**src/design/adc_channel_scan_sequencer_top_defines.svh**
```systemverilog
// assertion macros shared by the scan sequencer
`ifndef ADC_CHANNEL_SCAN_SEQUENCER_TOP_DEFINES_SVH
`define ADC_CHANNEL_SCAN_SEQUENCER_TOP_DEFINES_SVH

// same-cycle implication, checked outside reset
`define ASSERT_SAME(label, ante, cons, msg) \
    label: assert property (@(posedge clk) disable iff (!rst_n) (ante) |-> (cons)) \
        else $error(msg);

// next-cycle implication, checked outside reset
`define ASSERT_NEXT(label, ante, cons, msg) \
    label: assert property (@(posedge clk) disable iff (!rst_n) (ante) |=> (cons)) \
        else $error(msg);

`endif

```
**src/design/adc_scan_pkg.sv**
```systemverilog
package adc_scan_pkg;

    // widths fixed by the item fields
    localparam int MASK_BITS   = 8;
    localparam int CH_BITS     = 3;
    localparam int VALUE_BITS  = 10;
    localparam int POS_BITS    = 4;
    localparam int STATUS_BITS = 2;
    localparam int CTRL_BITS   = 8;
    localparam int CFG_IDX_BITS  = 2;
    localparam int CFG_DATA_BITS = 8;
    localparam int PRESCALE_BITS = 3;

    // request action codes
    localparam logic ACT_START    = 1'b0;
    localparam logic ACT_COMPLETE = 1'b1;

    // converter control byte fields
    localparam logic [CTRL_BITS-1:0] CTRL_ENABLE_START = 8'hC0;
    localparam logic [CTRL_BITS-1:0] CTRL_IRQ_ENABLE   = 8'h08;
    localparam logic [PRESCALE_BITS-1:0] PRESCALE_RESET = 3'd7;

    // configuration register indexes
    localparam logic [CFG_IDX_BITS-1:0] CFG_AUTO_POWER_OFF   = 2'd0;
    localparam logic [CFG_IDX_BITS-1:0] CFG_PRESCALER_SELECT = 2'd1;

    typedef enum logic [STATUS_BITS-1:0] {
        STATUS_OK           = 2'd0,
        STATUS_BUSY         = 2'd1,
        STATUS_EMPTY        = 2'd2,
        STATUS_IDLE_IGNORED = 2'd3
    } status_t;

    typedef struct packed {
        status_t                 status;
        logic                    busy_res;
        logic                    start_conv;
        logic [CH_BITS-1:0]      mux_select;
        logic [CTRL_BITS-1:0]    control_byte;
        logic                    write_valid;
        logic [CH_BITS-1:0]      write_index;
        logic [VALUE_BITS-1:0]   write_value;
        logic                    sequence_done;
        logic                    power_off;
    } result_t;

    typedef struct packed {
        logic               found;
        logic [CH_BITS-1:0] channel;
    } pick_t;

    // lowest set bit of the channel set at or above a start position
    function automatic pick_t find_first(input logic [MASK_BITS-1:0] set,
                                         input logic [POS_BITS-1:0] from);
        pick_t pick;
        pick = '0;
        for (int i = 0; i < MASK_BITS; i++) begin
            if (!pick.found && set[i] && (POS_BITS'(i) >= from)) begin
                pick.found   = 1'b1;
                pick.channel = CH_BITS'(i);
            end
        end
        return pick;
    endfunction

endpackage

```
**src/design/adc_scan_req_if.sv**
```systemverilog
interface adc_scan_req_if;
    logic                                valid;
    logic                                ready;
    logic                                action;
    logic [adc_scan_pkg::MASK_BITS-1:0]  channel_mask;
    logic [adc_scan_pkg::VALUE_BITS-1:0] sample_value;

    modport source (output valid, output action, output channel_mask,
                    output sample_value, input ready);
    modport sink   (input valid, input action, input channel_mask,
                    input sample_value, output ready);
endinterface

```
**src/design/adc_scan_res_if.sv**
```systemverilog
interface adc_scan_res_if;
    logic                                 valid;
    logic                                 ready;
    logic [adc_scan_pkg::STATUS_BITS-1:0] status;
    logic                                 busy_res;
    logic                                 start_conv;
    logic [adc_scan_pkg::CH_BITS-1:0]     mux_select;
    logic [adc_scan_pkg::CTRL_BITS-1:0]   control_byte;
    logic                                 write_valid;
    logic [adc_scan_pkg::CH_BITS-1:0]     write_index;
    logic [adc_scan_pkg::VALUE_BITS-1:0]  write_value;
    logic                                 sequence_done;
    logic                                 power_off;

    modport source (output valid, output status, output busy_res, output start_conv,
                    output mux_select, output control_byte, output write_valid,
                    output write_index, output write_value, output sequence_done,
                    output power_off, input ready);
    modport sink   (input valid, input status, input busy_res, input start_conv,
                    input mux_select, input control_byte, input write_valid,
                    input write_index, input write_value, input sequence_done,
                    input power_off, output ready);
endinterface

```
**src/design/adc_scan_cfg_if.sv**
```systemverilog
interface adc_scan_cfg_if;
    logic                                   valid;
    logic                                   ready;
    logic [adc_scan_pkg::CFG_IDX_BITS-1:0]  index;
    logic [adc_scan_pkg::CFG_DATA_BITS-1:0] data;

    modport source (output valid, output index, output data, input ready);
    modport sink   (input valid, input index, input data, output ready);
endinterface

```
**src/design/adc_channel_scan_sequencer_top.sv**
```systemverilog
// Channel scan sequencer for a multichannel converter.
// req channel: action 0 is a start request carrying channel_mask, action 1 is
// a conversion-complete event carrying sample_value.
// res channel: one result per request: status, busy flag, the next converter
// start (mux_select, control_byte), the result buffer write (write_index,
// write_value) and the end-of-scan flags sequence_done and power_off.
// cfg channel: register writes, index 0 auto_power_off, index 1
// prescaler_select; always ready; the user writes it only while the block
// is idle, which the block itself does not enforce. Results are registered.
// Throughput: one request per cycle while the skid entry is empty; the
// next-channel search is a single find-first over the eight-bit channel set
// between the scan state registers and the result register.
// Stall: a result register plus one skid entry; with both full req.ready
// drops until res.ready drains a result. Nothing is dropped or repeated.
// Reset: scan idle, empty channel set, auto power-off cleared, prescaler 7,
// no result pending. Requests are taken from the first cycle after reset.
`include "adc_channel_scan_sequencer_top_defines.svh"

module adc_channel_scan_sequencer_top #(
    parameter int NUM_CHANNELS = 8,
    parameter int SAMPLE_BITS  = 10
) (
    input  logic                  clk,
    input  logic                  rst_n,
    adc_scan_req_if.sink          req,
    adc_scan_res_if.source        res,
    adc_scan_cfg_if.sink          cfg
);

    localparam int MASK_BITS  = adc_scan_pkg::MASK_BITS;
    localparam int VALUE_BITS = adc_scan_pkg::VALUE_BITS;
    localparam int POS_BITS   = adc_scan_pkg::POS_BITS;
    localparam int CH_BITS    = adc_scan_pkg::CH_BITS;
    localparam int SCAN_CH    = (NUM_CHANNELS < MASK_BITS) ? NUM_CHANNELS : MASK_BITS;
    localparam logic [MASK_BITS-1:0] CH_LIMIT =
        MASK_BITS'((64'd1 << SCAN_CH) - 64'd1);
    localparam int SAMPLE_KEEP = (SAMPLE_BITS < VALUE_BITS) ? SAMPLE_BITS : VALUE_BITS;
    localparam logic [VALUE_BITS-1:0] SAMPLE_MASK =
        VALUE_BITS'((64'd1 << SAMPLE_KEEP) - 64'd1);

    // configuration
    logic                                     auto_power_off_reg;
    logic [adc_scan_pkg::PRESCALE_BITS-1:0]   prescaler_select_reg;

    // scan state
    logic                  running_reg, running_next;
    logic [MASK_BITS-1:0]  channel_set_reg, channel_set_next;
    logic [POS_BITS-1:0]   scan_position_reg, scan_position_next;
    logic [POS_BITS-1:0]   result_slot_reg, result_slot_next;

    // result register and skid entry
    logic                  out_valid_reg;
    logic                  skid_valid_reg;
    adc_scan_pkg::result_t out_reg;
    adc_scan_pkg::result_t skid_reg;
    adc_scan_pkg::result_t result_next;

    logic                  in_xfer;
    logic                  out_xfer;
    logic [MASK_BITS-1:0]  mask_in;
    logic [VALUE_BITS-1:0] sample_in;
    adc_scan_pkg::pick_t   first_pick;
    adc_scan_pkg::pick_t   next_pick;

    assign in_xfer   = req.valid && req.ready;
    assign out_xfer  = res.valid && res.ready;
    assign req.ready = !skid_valid_reg;
    assign cfg.ready = 1'b1;

    assign mask_in    = req.channel_mask & CH_LIMIT;
    assign sample_in  = req.sample_value & SAMPLE_MASK;
    assign first_pick = adc_scan_pkg::find_first(mask_in, '0);
    assign next_pick  = adc_scan_pkg::find_first(channel_set_reg, scan_position_reg);

    // configuration register writes
    always_ff @(posedge clk or negedge rst_n)
    begin
        if (!rst_n)
        begin
            auto_power_off_reg   <= 1'b0;
            prescaler_select_reg <= adc_scan_pkg::PRESCALE_RESET;
        end
        else if (cfg.valid && cfg.ready)
        begin
            if (cfg.index == adc_scan_pkg::CFG_AUTO_POWER_OFF)
            begin
                auto_power_off_reg <= cfg.data[0];
            end
            else if (cfg.index == adc_scan_pkg::CFG_PRESCALER_SELECT)
            begin
                prescaler_select_reg <= cfg.data[adc_scan_pkg::PRESCALE_BITS-1:0];
            end
        end
    end

    // per-item sequencing and result formation
    always_comb
    begin
        running_next       = running_reg;
        channel_set_next   = channel_set_reg;
        scan_position_next = scan_position_reg;
        result_slot_next   = result_slot_reg;
        result_next        = '0;
        result_next.status = adc_scan_pkg::STATUS_OK;

        if (req.action == adc_scan_pkg::ACT_START)
        begin
            priority if (running_reg)
            begin
                result_next.status = adc_scan_pkg::STATUS_BUSY;
            end
            else if (mask_in == '0)
            begin
                result_next.status = adc_scan_pkg::STATUS_EMPTY;
            end
            else
            begin
                channel_set_next       = mask_in;
                result_slot_next       = '0;
                running_next           = 1'b1;
                result_next.start_conv = 1'b1;
                result_next.mux_select = first_pick.channel;
                scan_position_next     = POS_BITS'({1'b0, first_pick.channel}) + 1'b1;
            end
        end
        else
        begin
            if (!running_reg)
            begin
                result_next.status = adc_scan_pkg::STATUS_IDLE_IGNORED;
            end
            else
            begin
                result_next.write_valid = 1'b1;
                result_next.write_index = result_slot_reg[CH_BITS-1:0];
                result_next.write_value = sample_in;
                result_slot_next        = result_slot_reg + 1'b1;
                if (next_pick.found)
                begin
                    result_next.start_conv = 1'b1;
                    result_next.mux_select = next_pick.channel;
                    scan_position_next     = POS_BITS'({1'b0, next_pick.channel}) + 1'b1;
                end
                else
                begin
                    running_next              = 1'b0;
                    result_next.sequence_done = 1'b1;
                    result_next.power_off     = auto_power_off_reg;
                end
            end
        end

        if (result_next.start_conv)
        begin
            result_next.control_byte = adc_scan_pkg::CTRL_ENABLE_START
                                     | adc_scan_pkg::CTRL_IRQ_ENABLE
                                     | {5'b0, prescaler_select_reg};
        end
        result_next.busy_res = running_next;
    end

    // scan state update on each request transfer
    always_ff @(posedge clk or negedge rst_n)
    begin
        if (!rst_n)
        begin
            running_reg       <= 1'b0;
            channel_set_reg   <= '0;
            scan_position_reg <= '0;
            result_slot_reg   <= '0;
        end
        else if (in_xfer)
        begin
            running_reg       <= running_next;
            channel_set_reg   <= channel_set_next;
            scan_position_reg <= scan_position_next;
            result_slot_reg   <= result_slot_next;
        end
    end

    // output register with one skid entry
    always_ff @(posedge clk or negedge rst_n)
    begin
        if (!rst_n)
        begin
            out_valid_reg  <= 1'b0;
            skid_valid_reg <= 1'b0;
        end
        else if (skid_valid_reg)
        begin
            if (out_xfer)
            begin
                skid_valid_reg <= 1'b0;
            end
        end
        else if (in_xfer)
        begin
            if (out_valid_reg && !out_xfer)
            begin
                skid_valid_reg <= 1'b1;
            end
            else
            begin
                out_valid_reg <= 1'b1;
            end
        end
        else if (out_xfer)
        begin
            out_valid_reg <= 1'b0;
        end
    end

    // result payload moves
    always_ff @(posedge clk)
    begin
        if (skid_valid_reg)
        begin
            if (out_xfer)
            begin
                out_reg <= skid_reg;
            end
        end
        else if (in_xfer)
        begin
            if (out_valid_reg && !out_xfer)
            begin
                skid_reg <= result_next;
            end
            else
            begin
                out_reg <= result_next;
            end
        end
    end

    assign res.valid         = out_valid_reg;
    assign res.status        = out_reg.status;
    assign res.busy_res      = out_reg.busy_res;
    assign res.start_conv    = out_reg.start_conv;
    assign res.mux_select    = out_reg.mux_select;
    assign res.control_byte  = out_reg.control_byte;
    assign res.write_valid   = out_reg.write_valid;
    assign res.write_index   = out_reg.write_index;
    assign res.write_value   = out_reg.write_value;
    assign res.sequence_done = out_reg.sequence_done;
    assign res.power_off     = out_reg.power_off;

    // checks
    `ASSERT_SAME(a_skid_behind_out, skid_valid_reg, out_valid_reg, "skid entry without output")
    `ASSERT_SAME(a_run_has_channels, running_reg, channel_set_reg != '0, "scan with empty set")
    `ASSERT_SAME(a_slot_bounded, 1'b1, result_slot_reg <= POS_BITS'(SCAN_CH), "slot overrun")
    `ASSERT_NEXT(a_done_ends_scan, in_xfer && result_next.sequence_done, !running_reg,
                 "scan still running after done")

endmodule
```
**src/flat_wrapper.sv**
```systemverilog
// flat-port wrapper written by rule: the top's interface ports become plain ports
module adc_channel_scan_sequencer_top_flat 
#(
    parameter int NUM_CHANNELS = 8,
    parameter int SAMPLE_BITS  = 10
)
  (clk, rst_n, req_valid, req_action, req_channel_mask, req_sample_value, req_ready, res_valid, res_status, res_busy_res, res_start_conv, res_mux_select, res_control_byte, res_write_valid, res_write_index, res_write_value, res_sequence_done, res_power_off, res_ready, cfg_valid, cfg_index, cfg_data, cfg_ready);
  adc_scan_req_if req_i ();
  adc_scan_res_if res_i ();
  adc_scan_cfg_if cfg_i ();
  input  logic clk;
  input  logic rst_n;
  input wire logic [$bits(req_i.valid)-1:0] req_valid;
  input wire logic [$bits(req_i.action)-1:0] req_action;
  input wire logic [$bits(req_i.channel_mask)-1:0] req_channel_mask;
  input wire logic [$bits(req_i.sample_value)-1:0] req_sample_value;
  output wire logic [$bits(req_i.ready)-1:0] req_ready;
  output wire logic [$bits(res_i.valid)-1:0] res_valid;
  output wire logic [$bits(res_i.status)-1:0] res_status;
  output wire logic [$bits(res_i.busy_res)-1:0] res_busy_res;
  output wire logic [$bits(res_i.start_conv)-1:0] res_start_conv;
  output wire logic [$bits(res_i.mux_select)-1:0] res_mux_select;
  output wire logic [$bits(res_i.control_byte)-1:0] res_control_byte;
  output wire logic [$bits(res_i.write_valid)-1:0] res_write_valid;
  output wire logic [$bits(res_i.write_index)-1:0] res_write_index;
  output wire logic [$bits(res_i.write_value)-1:0] res_write_value;
  output wire logic [$bits(res_i.sequence_done)-1:0] res_sequence_done;
  output wire logic [$bits(res_i.power_off)-1:0] res_power_off;
  input wire logic [$bits(res_i.ready)-1:0] res_ready;
  input wire logic [$bits(cfg_i.valid)-1:0] cfg_valid;
  input wire logic [$bits(cfg_i.index)-1:0] cfg_index;
  input wire logic [$bits(cfg_i.data)-1:0] cfg_data;
  output wire logic [$bits(cfg_i.ready)-1:0] cfg_ready;
  assign req_i.valid = req_valid;
  assign req_i.action = req_action;
  assign req_i.channel_mask = req_channel_mask;
  assign req_i.sample_value = req_sample_value;
  assign req_ready = req_i.ready;
  assign res_valid = res_i.valid;
  assign res_status = res_i.status;
  assign res_busy_res = res_i.busy_res;
  assign res_start_conv = res_i.start_conv;
  assign res_mux_select = res_i.mux_select;
  assign res_control_byte = res_i.control_byte;
  assign res_write_valid = res_i.write_valid;
  assign res_write_index = res_i.write_index;
  assign res_write_value = res_i.write_value;
  assign res_sequence_done = res_i.sequence_done;
  assign res_power_off = res_i.power_off;
  assign res_i.ready = res_ready;
  assign cfg_i.valid = cfg_valid;
  assign cfg_i.index = cfg_index;
  assign cfg_i.data = cfg_data;
  assign cfg_ready = cfg_i.ready;
  adc_channel_scan_sequencer_top #(.NUM_CHANNELS(NUM_CHANNELS), .SAMPLE_BITS(SAMPLE_BITS)) u_core (.clk(clk), .rst_n(rst_n), .req(req_i), .res(res_i), .cfg(cfg_i));
endmodule
```
**config.mk**
```make
export PLATFORM = sky130hd
export DESIGN_NAME = adc_channel_scan_sequencer_top_flat
export DESIGN_NICKNAME = d
export VERILOG_FILES = /design/src/design/adc_scan_pkg.sv /design/src/design/adc_scan_req_if.sv /design/src/design/adc_scan_res_if.sv /design/src/design/adc_scan_cfg_if.sv /design/src/design/adc_channel_scan_sequencer_top.sv /design/src/flat_wrapper.sv
export VERILOG_INCLUDE_DIRS = /design/src /design/src/design
export SDC_FILE = /design/constraint.sdc
export NUM_CORES = 1
export LEC_CHECK = 0
export ABC_AREA = 0
export BUFFER_PORTS_ARGS = -buffer_cell sky130_fd_sc_hd__buf_2
export CAP_MARGIN = 20
export CORE_MARGIN = 2
export CORE_UTILIZATION = 53
export CTS_BUF_LIST = sky130_fd_sc_hd__clkbuf_2 sky130_fd_sc_hd__clkbuf_4 sky130_fd_sc_hd__clkbuf_8
export CTS_CLUSTER_DIAMETER = 120
export DETAILED_ROUTE_END_ITERATION = 7
export GPL_TIMING_DRIVEN = 0
export PLACE_DENSITY = 0.83
export SKIP_CTS_REPAIR_TIMING = 1
export SLEW_MARGIN = 20
export SYNTH_ARGS = -nofsm -noshare
export SYNTH_HDL_FRONTEND = slang
export SYNTH_SLANG_ARGS = --single-unit
export TNS_END_PERCENT = 50
```
**constraint.sdc**
```tcl
create_clock -name clk -period 4.9 [get_ports clk]
set_input_delay 0.245 -clock clk [delete_from_list [all_inputs] [get_ports clk]]
set_output_delay 0.245 -clock clk [all_outputs]
set_load 0.005 [all_outputs]
```
==> results of run 1 <==
==> per-stage QoR <==
step                      hold WS, ps  util [%]
after floorplan                -50.59         -
after global placement          249.0     60.64
after detailed placement        255.8     61.28
after CTS                      -112.6     64.55
after global routing            75.84     64.70
final                           90.97     64.70
==> critical path, stage by stage, from the launching register on <==
cell and delay [ps]:
dfrtp_1 470, a21boi_0 280, o21ai_1 160, o211a_1 150, o21ai_0 240, nand2_1 140
ha_1 290, mux2_4 260
==> Yosys cell counts (2+ instances only) <==
master and number:
a21boi_0 2, nor3_1 4, mux2_4 4, mux2i_1 2, dfstp_2 3, nor2_1 6
o21ai_0 12, buf_4 7, nor4_1 3, nor2b_1 3, mux2_2 29, clkbuf_1 4
dfrtp_1 19, inv_1 10, and3_1 13, edfxtp_1 52, nand4_1 2, conb_1 2
ha_1 4, buf_1 2, nand2_1 24, o21ai_1 2, and2_4 4, nand2b_1 2
a21oi_1 9
==> where the power goes <==
group	leakage, nW	internal [mW]	switching [mW]
combinational	0.892	0.435	0.450
sequential	0.758	0.949	0.115
clock	0.0988	0.244	0.248
==> how the worst max path moves through the flow <==
stage | to | depth (start not counted) | slack [ps]
after floorplan | u_core.res.busy_res | 3 | 2440
after global placement | u_core.res.mux_select[1] | 3 | 1750
after detailed placement | u_core.res.control_byte[2] | 7 | 2810
after CTS | u_core.scan_position_reg[1] | 7 | 2790
after global routing | u_core.scan_position_reg[1] | 7 | 2570
final | u_core.scan_position_reg[1] | 7 | 2780
==> cell families after synthesis <==
| kind of cell | Yosys count | share of synthesized area [%] |
|---|---|---|
| multiplexers | 35 | 11.84 |
| XOR/XNOR | 1 | 0.2551 |
| adder cells (fa/ha/maj) | 4 | 1.458 |
| flip-flops | 74 | 61.63 |
| buffers and inverters | 26 | 3.863 |
| other | 2 | 0.2187 |
| AO/OA/AOI/OAI | 42 | 8.638 |
| AND/OR/NAND/NOR | 72 | 12.10 |
==> layout make-up <==
class	count	area [sq um]	area share (%)
flip-flops and latches	74	2116	51.79
inverters	11	41.29	1.011
plain buffers	15	91.34	2.236
clock inverters	7	82.58	2.021
multi-input cells	157	1201	29.40
repair buffers	61	332.8	8.147
clock buffers	9	123.9	3.032
well taps	77	96.34	2.358
==> per-layer routing <==
| layer | track usage (%) | vias up |
|---|---|---|
| met5 | 0 | - |
| met2 | 31.78 | 94 |
| met1 | 25.00 | 1076 |
| li1 | - | 1085 |
| met3 | 4.720 | 7 |
| met4 | 5.916 | 0 |
==> key figures, run 1 <==
Run status
  • Outcome: complete, no violations

Critical path
  • Worst R2R Setup Slack: 2780 ps
  • Worst Path Arrival: 2340 ps
  • Worst Path Max Fanout: 7
  • Reg-to-Reg End: u_core.scan_position_reg[1]
  • R2R depth: 7
  • CP endpoint kind: flop
  • CP required: 5130 ps
  • RR Startpoint: u_core.scan_position_reg[0]
  • Worst Setup Start Kind: flop
  • Crit. Startpoint: u_core.scan_position_reg[0]
  • CP Class: flop to flop

Clock network
  • CTS tree: built
  • Num CTS Buffers: 9
  • CTS root buf: clkbuf_8
  • Worst-path clk slew: 80 ps
  • Worst skew pair latency: 350 ps
  • Max Buffers Root-to-Sink: 2
  • Clock sinks: 74
  • H-Tree Level Count: 3

STA
  • Unrepaired setup endpoints after global routing: no
  • Tmin final: 2117 ps
  • Final period utilization: 43.20%
  • Worst Clk Skew: 17.53 ps
  • Rel. slew slack: 55.74%
  • Worst Max-Slew Pin Slew: 657.8 ps
  • Final hold vios: 0
  • Fmax: 0.4724 GHz
  • Final Setup Violations: 0
  • Setup ws final: 2783 ps
  • Setup TNS: 0 ps
  • Max Slew Vio Count: 0

Global routing
  • Global-route usage over all layers: 19.13%
  • Global-route wire length before repair: 10.58 mm
  • Total congestion overflow: 0
  • Antenna violations before repair: 0
  • Via count of the first global-routing pass: 2,196
  • Largest net degree at the start of global routing: 27

Synth
  • Synth area leaders: edfxtp_1 (45%), dfrtp_1 (14%), mux2_2 (9.5%)
  • Syn Inst Count: 256
  • Mapped cell area: 0.003433 sq mm
  • Synth Register Bits: 74
  • Netlist cell types: 57
  • Top_reg_cell synth: edfxtp_1
  • Register area share after synthesis: 61.63%
  • Post-synthesis async set-or-reset flop share: 29.73%
  • Leading area contributor after synthesis: edfxtp_1
  • Mean Syn Cell Area: 13.41 sq um
  • Synth Warn #: 0
  • Yosys top cell area share: 45.48%
  • Post-synth EDFFs: 52

Die
  • Initial Utilization: 54.38%
  • Core ar.: 0.006314 sq mm
  • Chip height: 84.49 microns
  • I/O pin count: 68
  • Rows: 29
  • Die Area: 0.007138 sq mm
  • Die W: 84.49 microns

Finish
  • Area Overhead vs Synth: 18.99%
  • Nets@finish: 367
  • Most frequent cells in the layout: buf_2 (60), edfxtp_1 (52), mux2_2 (29), nand2_1 (24), dfrtp_1 (19)
  • Final Non-Filler Cells: 411
  • Largest register FFs: 26
  • Diode count: 0
  • Most common cell after layout, fill and taps aside: buf_2
  • Finished Cell Area: 0.004085 sq mm
  • # fillers: 473
  • Ratio of cells with drive above 1 in the final layout: 41.02%

Drt
  • Drt initial violations: 130
  • DR vias/cell: 5.504
  • Wl on met1: 2.874 mm
  • Highest routed layer: met4
  • Met2 WL: 3.293 mm
  • WL/cell: 16.18 microns
  • DRC Markers: 0
  • Post-route ant nets: 0
  • Routed WL: 6.651 mm
  • Drt pass-1 iters: 4
  • Via count: 2,262
  • Metal3 WL: 417 microns

Placed design
  • Setup WS pre-CTS: 2810 ps
  • Port Buffers: 59
  • Dpl hpwl: 4.695 mm
  • DP Cell Count: 394
  • GPL Wtd Cong: 0.8178
  • Post-DP Area: 0.003869 sq mm

Min path
  • Hold Crit Class: input port to flop
  • Hold Path Depth: 2
  • Min-delay src: res_ready
  • Hold EP: u_core.skid_valid_reg

Pwr
  • Pwr Density: 597.5 mW/mm^2
  • Peak supply drop: 0.3141 mV
  • Leak: 1.749 nW
  • Tot Pwr: 2.441 mW

Job
  • Max Cap Violations: 0
Note: power is estimated with default switching activity, not from simulation.
==> run 2, diff against run 1 <==
--- a/config.mk
+++ b/config.mk
@@ -6,16 +6,16 @@
 export SDC_FILE = /design/constraint.sdc
 export NUM_CORES = 1
 export LEC_CHECK = 0
-export ABC_AREA = 0
+export ABC_AREA = 1
 export BUFFER_PORTS_ARGS = -buffer_cell sky130_fd_sc_hd__buf_2
 export CAP_MARGIN = 20
 export CORE_MARGIN = 2
-export CORE_UTILIZATION = 53
+export CORE_UTILIZATION = 52
 export CTS_BUF_LIST = sky130_fd_sc_hd__clkbuf_2 sky130_fd_sc_hd__clkbuf_4 sky130_fd_sc_hd__clkbuf_8
 export CTS_CLUSTER_DIAMETER = 120
 export DETAILED_ROUTE_END_ITERATION = 7
 export GPL_TIMING_DRIVEN = 0
-export PLACE_DENSITY = 0.83
+export PLACE_DENSITY = 0.85
 export SKIP_CTS_REPAIR_TIMING = 1
 export SLEW_MARGIN = 20
 export SYNTH_ARGS = -nofsm -noshare
==> constraint.sdc (replaced) <==
create_clock -name clk -period 1.94 [get_ports clk]
set_input_delay 0.097 -clock clk [delete_from_list [all_inputs] [get_ports clk]]
set_output_delay 0.097 -clock clk [all_outputs]
set_load 0.005 [all_outputs]
==> key figures, run 2 <==
Synth
  • Yosys top cell area share: 43.97%
  • Netlist cell types: 35
  • Synth Warn #: 0
  • Register area share after synthesis: 59.58%
  • Top_reg_cell synth: edfxtp_1
  • Synth Register Bits: 74
  • Synth area leaders: edfxtp_1 (44%), dfrtp_1 (13%), nand2_1 (13%)
  • Post-synthesis async set-or-reset flop share: 29.73%
  • Most frequent cell after synthesis: nand2_1
  • Mean Syn Cell Area: 9.394 sq um
  • Post-synth EDFFs: 52
  • Leading area contributor after synthesis: edfxtp_1
  • Post-synth top cells: nand2_1 (121), edfxtp_1 (52), inv_1 (50)
  • Mapped cell area: 0.003551 sq mm
  • Syn Inst Count: 378

Critical path
  • R2R depth: 15
  • Worst Path Max Fanout: 5
  • Crit. Startpoint: u_core.scan_position_reg[2]
  • RR Startpoint: u_core.scan_position_reg[2]
  • CP required: 2180 ps
  • Worst R2R Setup Slack: 60 ps
  • CP Class: flop to flop
  • Reg-to-Reg End: u_core.scan_position_reg[2]
  • CP endpoint kind: flop
  • CP Capture Point: u_core.scan_position_reg[2]
  • Worst Path Arrival: 2120 ps
  • Worst Setup Start Kind: flop

Min path
  • Hold Crit Class: input port to flop
  • Min-delay src: cfg_data[0]

Die
  • Die Area: 0.007506 sq mm
  • Core ar.: 0.006681 sq mm
  • Chip height: 86.64 microns
  • Initial Utilization: 53.15%
  • Rows: 30
  • Die W: 86.64 microns
  • I/O pin count: 68

Global routing
  • Antenna violations before repair: 0
  • Busiest grt layer: met2
  • Global-route wire length before repair: 11.00 mm
  • Met1 usage: 22.98%
  • Largest net degree at the start of global routing: 28
  • Met2 Resource Use GR: 32.31%
  • Met3 usage: 3.810%
  • Global-route usage over all layers: 18.77%
  • Total congestion overflow: 0
  • Via count of the first global-routing pass: 2,530

Pwr
  • Comb pwr share: 38.6%
  • Pwr Density: 1531 mW/mm^2
  • Sw Ratio: 36.90%
  • Peak supply drop: 0.5073 mV
  • Clock share of power: 21.7%
  • Sequential power share: 39.7%
  • Leak: 2.085 nW
  • Internal power: 4.195 mW
  • Tot Pwr: 6.648 mW
  • NetSw: 2.453 mW

Clock network
  • CTS root buf: clkbuf_8
  • Clock sinks: 74
  • Max Buffers Root-to-Sink: 2
  • Worst skew pair latency: 350 ps
  • CTS tree: built
  • Num CTS Buffers: 9
  • Worst-path clk slew: 70 ps
  • H-Tree Level Count: 3

Job
  • Max Cap Violations: 0

Placed design
  • Dpl hpwl: 5.034 mm
  • Port Buffers: 59
  • Setup WS pre-CTS: -37.91 ps
  • GPL Wtd Cong: 0.8323

Finish
  • Area Overhead vs Synth: 22.30%
  • Ratio of cells with drive above 1 in the final layout: 29.00%
  • Largest register FFs: 26
  • Most frequent cells in the layout: nand2_1 (121), buf_2 (61), edfxtp_1 (52), inv_1 (50), nor2_1 (26)
  • Nets@finish: 496
  • Diode count: 0
  • Most common cell after layout, fill and taps aside: nand2_1

Drt
  • Drt initial violations: 222
  • Post-route ant nets: 0
  • DRC Markers: 0
  • Routed WL: 7.421 mm
  • Drt pass-1 iters: 5
  • WL/cell: 13.69 microns
  • Via count: 2,753
  • DR vias/cell: 5.079

STA
  • Rel. slew slack: 63.21%
  • Final period utilization: 96.99%
  • Unrepaired setup endpoints after global routing: yes
  • Worst Max-Slew Pin Slew: 550.4 ps
  • Final Setup Violations: 0
  • Final hold vios: 1
  • Hold Slack: -2.135 ps
  • Max Slew Vio Count: 0
  • Fmax: 0.5315 GHz
  • Tmin final: 1882 ps
  • Worst Clk Skew: 7.843 ps
  • Setup ws final: 58.37 ps

Run status
  • Outcome: complete, but fails checks
  • Failing checks: negative hold slack
-- run 2: changes by cell type in the layout (fill, tap and decap cells not counted), sizes merged, moves of 5 or more --
| cell | before | now |
|---|---|---|
| and2 | 5 | 0 |
| o21ai | 14 | 23 |
| nor2 | 6 | 40 |
| inv | 14 | 54 |
| nand3 | 1 | 19 |
| and3 | 13 | 0 |
| mux2 | 33 | 0 |
| nand2 | 24 | 127 |
-- run 2: power groups by stage --
stage / clock [mW] / sequential [mW] / combinational [mW]
finish: 1.44 / 2.64 / 2.57
global route: 1.51 / 2.69 / 2.86
CTS: 1.44 / 2.63 / 2.31
detailed placement: 0 / 2.66 / 2.30
global placement: 0 / 2.64 / 2.16
floorplan: 0 / 2.66 / 1.55
-- run 2: logic make-up (layout without fill, tap and decap cells) --
family | count (synthesis) | in the layout | synth area share [%]
adders and majority gates | 4 | 4 | 1.409
DFF | 74 | 74 | 59.58
xor gates and xnor gates | 1 | 1 | 0.2467
AOI/OAI and AO/OA | 39 | 40 | 6.413
buffers and inverters | 68 | 149 | 8.104
other | 2 | 3 | 0.2115
and+or+nand+nor | 190 | 191 | 24.03
-- run 2: how the worst min path moves through the flow --
stage	depth (start not counted)	endpoint
after floorplan	0	u_core.auto_power_off_reg
after global placement	1	u_core.skid_valid_reg
after detailed placement	1	u_core.res.valid
after CTS	1	u_core.channel_set_reg[7]
after global routing	3	u_core.prescaler_select_reg[2]
final	3	u_core.prescaler_select_reg[0]
-- run 2: cell type report --
class / count / area (sq um)
fillers: 511 / 2338
flip-flops and latches: 74 / 2120
multi-input cells: 239 / 1229
repair buffers: 66 / 367.9
inverters: 54 / 202.7
clock buffers: 9 / 123.9
clock inverters: 6 / 115.1
well taps: 80 / 100.1
plain buffers: 14 / 85.08
-- run 2: stage by stage --
| step | hold slack [ps] | std cells | setup TNS [ps] | utilization, % | area, sq um |
|---|---|---|---|---|---|
| floorplan | -198.6 | 379 | -6344 | - | 3558 |
| global placement | 83.03 | 518 | -27720 | 59.18 | 3954 |
| detailed placement | 93.68 | 518 | -937.0 | 59.40 | 3969 |
| CTS | -281.3 | 533 | -1262 | 62.98 | 4208 |
| global route | 11.21 | 542 | -156.5 | 65.00 | 4343 |
| finish | -2.135 | 542 | 0 | 65.00 | 4343 |
-- run 2: per-layer routing --
layer / wire (microns) / vias up
met5: 0 / -
met4: 109 / 0
met3: 318 / 11
met2: 3872 / 101
met1: 3120 / 1275
li1: - / 1366
-- run 2: critical path, stage by stage (launching register included) --
cell     delay [ps]
dfrtp_2         450
nor2_4          190
nand3_2         120
nand2_4         100
nor2_4           50
nand3_4          60
inv_1            60
o21ai_2          60
nand3_1         100
nand2_1          90
inv_1            50
ha_2            180
inv_1            50
nand3_1          70
nand3_1          80
nand2_1          50
==> run 3, diff against run 2 <==
--- a/config.mk
+++ b/config.mk
@@ -15,7 +15,7 @@
 export CTS_CLUSTER_DIAMETER = 120
 export DETAILED_ROUTE_END_ITERATION = 7
 export GPL_TIMING_DRIVEN = 0
-export PLACE_DENSITY = 0.85
+export PLACE_DENSITY = 0.76
 export SKIP_CTS_REPAIR_TIMING = 1
 export SLEW_MARGIN = 20
 export SYNTH_ARGS = -nofsm -noshare
==> key figures, run 3 (same netlist as run 2, synthesis figures left out) <==
Run status
  • Outcome: complete, but fails checks
  • Failing checks: negative hold slack

STA
  • Fmax: 0.5184 GHz
  • Worst Clk Skew: 9.352 ps
  • Final Setup Violations: 0
  • Setup ws final: 10.93 ps
  • Rel. slew slack: 48.87%
  • Max Slew Vio Count: 0
  • Final period utilization: 99.44%
  • Tmin final: 1929 ps
  • Final hold vios: 1
  • Hold Slack: -2.072 ps
  • Unrepaired setup endpoints after global routing: yes
  • Worst Max-Slew Pin Slew: 765.1 ps

Pwr
  • Sequential power share: 41.6%
  • Comb pwr share: 39.1%
  • Peak supply drop: 0.7000 mV
  • NetSw: 2.422 mW
  • Pwr Density: 1475 mW/mm^2
  • Leak: 2.065 nW
  • Sw Ratio: 38.36%
  • Clock share of power: 19.2%
  • Internal power: 3.893 mW
  • Tot Pwr: 6.315 mW

Finish
  • Area Overhead vs Synth: 20.58%
  • Final Non-Filler Cells: 541
  • Nets@finish: 494
  • Final core occ: 64.08%
  • Most common cell after layout, fill and taps aside: nand2_1
  • Diode count: 0
  • Most frequent cells in the layout: nand2_1 (119), buf_2 (61), edfxtp_1 (52), inv_1 (50), nor2_1 (26)
  • Largest register FFs: 26
  • Ratio of cells with drive above 1 in the final layout: 28.20%

Drt
  • Routed WL: 7.083 mm
  • DRC Markers: 0
  • Drt initial violations: 206
  • Post-route ant nets: 0
  • Drt pass-1 iters: 4
  • DR vias/cell: 4.950
  • Via count: 2,678
  • WL/cell: 13.09 microns

Placed design
  • DP Cell Count: 518
  • GPL Wtd Cong: 0.8588
  • Setup WS pre-CTS: -113.9 ps
  • Port Buffers: 59
  • Dpl hpwl: 4.951 mm

Global routing
  • Antenna violations before repair: 0
  • Largest net degree at the start of global routing: 28
  • Met1 usage: 24.65%
  • Met3 usage: 5.048%
  • Global-route wire length before repair: 11.14 mm
  • Via count of the first global-routing pass: 2,496
  • Global-route usage over all layers: 19.39%
  • Busiest grt layer: met2
  • Total congestion overflow: 0
  • Met2 Resource Use GR: 31.96%

Job
  • Max Cap Violations: 0

Critical path
  • CP required: 2180 ps
  • Worst Path Max Fanout: 4
  • Worst Setup Start Kind: flop
  • CP endpoint kind: flop
  • Worst R2R Setup Slack: 10 ps
  • Worst Path Arrival: 2170 ps
  • CP Class: flop to flop
  • R2R depth: 14

Die
  • Chip height: 86.64 microns
  • I/O pin count: 68
  • Die Area: 0.007506 sq mm
  • Die W: 86.64 microns
  • Initial Utilization: 53.15%
  • Rows: 30
  • Core ar.: 0.006681 sq mm

Clock network
  • Num CTS Buffers: 9
  • CTS root buf: clkbuf_8
  • Worst skew pair latency: 350 ps
  • H-Tree Level Count: 3
  • Worst-path clk slew: 80 ps
  • Max Buffers Root-to-Sink: 2
  • Clock sinks: 74
  • CTS tree: built

Min path
  • Hold Crit Class: input port to flop
  • Hold Path Depth: 3
[run 3: final timing paths]
check | startpoint | endpoint
min reg2reg | u_core.channel_set_reg[6] | u_core.channel_set_reg[6]
max reg2reg | u_core.scan_position_reg[2] | u_core.scan_position_reg[2]
max in group asynchronous | rst_n | u_core.scan_position_reg[2]
max | u_core.scan_position_reg[2] | u_core.scan_position_reg[2]
min | cfg_data[0] | u_core.prescaler_select_reg[0]
min in group asynchronous | rst_n | u_core.channel_set_reg[5]
[run 3: routing by layer]
metal  share of wire (%)  wire, microns
met4                 1.8            128
met3                 5.0            355
met1                  44           3101
met5                   0              0
met2                  49           3497
[run 3: final cells by class]
type | instances | area [sq um]
Timing Repair Buffer | 65 | 362.8
Sequential cell | 74 | 2117
Multi-Input combinational cell | 238 | 1212
Fill cell | 539 | 2400
Buffer | 14 | 85.08
Tap cell | 80 | 100.1
Inverter | 54 | 202.7
Clock inverter | 7 | 77.57
Clock buffer | 9 | 123.9
[run 3: worst max-delay path: stages (launching register included)]
cell	delay, ps
dfrtp_2	450
buf_4	150
o21ai_0	90
nand3_1	160
nand3_2	140
inv_1	60
o21ai_2	60
nand3_1	120
nand2_2	90
inv_1	50
ha_1	200
inv_1	50
nand3_1	70
nand3_1	80
nand2_1	50
[run 3: stage by stage]
step | area (sq um) | TNS, ps
finish | 4282 | 0
global route | 4282 | -277.0
CTS | 4170 | -3062
detailed placement | 3969 | -2909
global placement | 3954 | -31080
floorplan | 3558 | -6344
[run 3: power groups by stage]
stage / Combinational (mW) / Clock [mW] / Sequential [mW]
5_1_grt: 2.78 / 1.30 / 2.69
4_1_cts: 2.31 / 1.23 / 2.63
3_3_place_gp: 2.19 / 0 / 2.65
6_report: 2.47 / 1.21 / 2.63
2_1_floorplan: 1.55 / 0 / 2.66
3_5_place_dp: 2.30 / 0 / 2.66
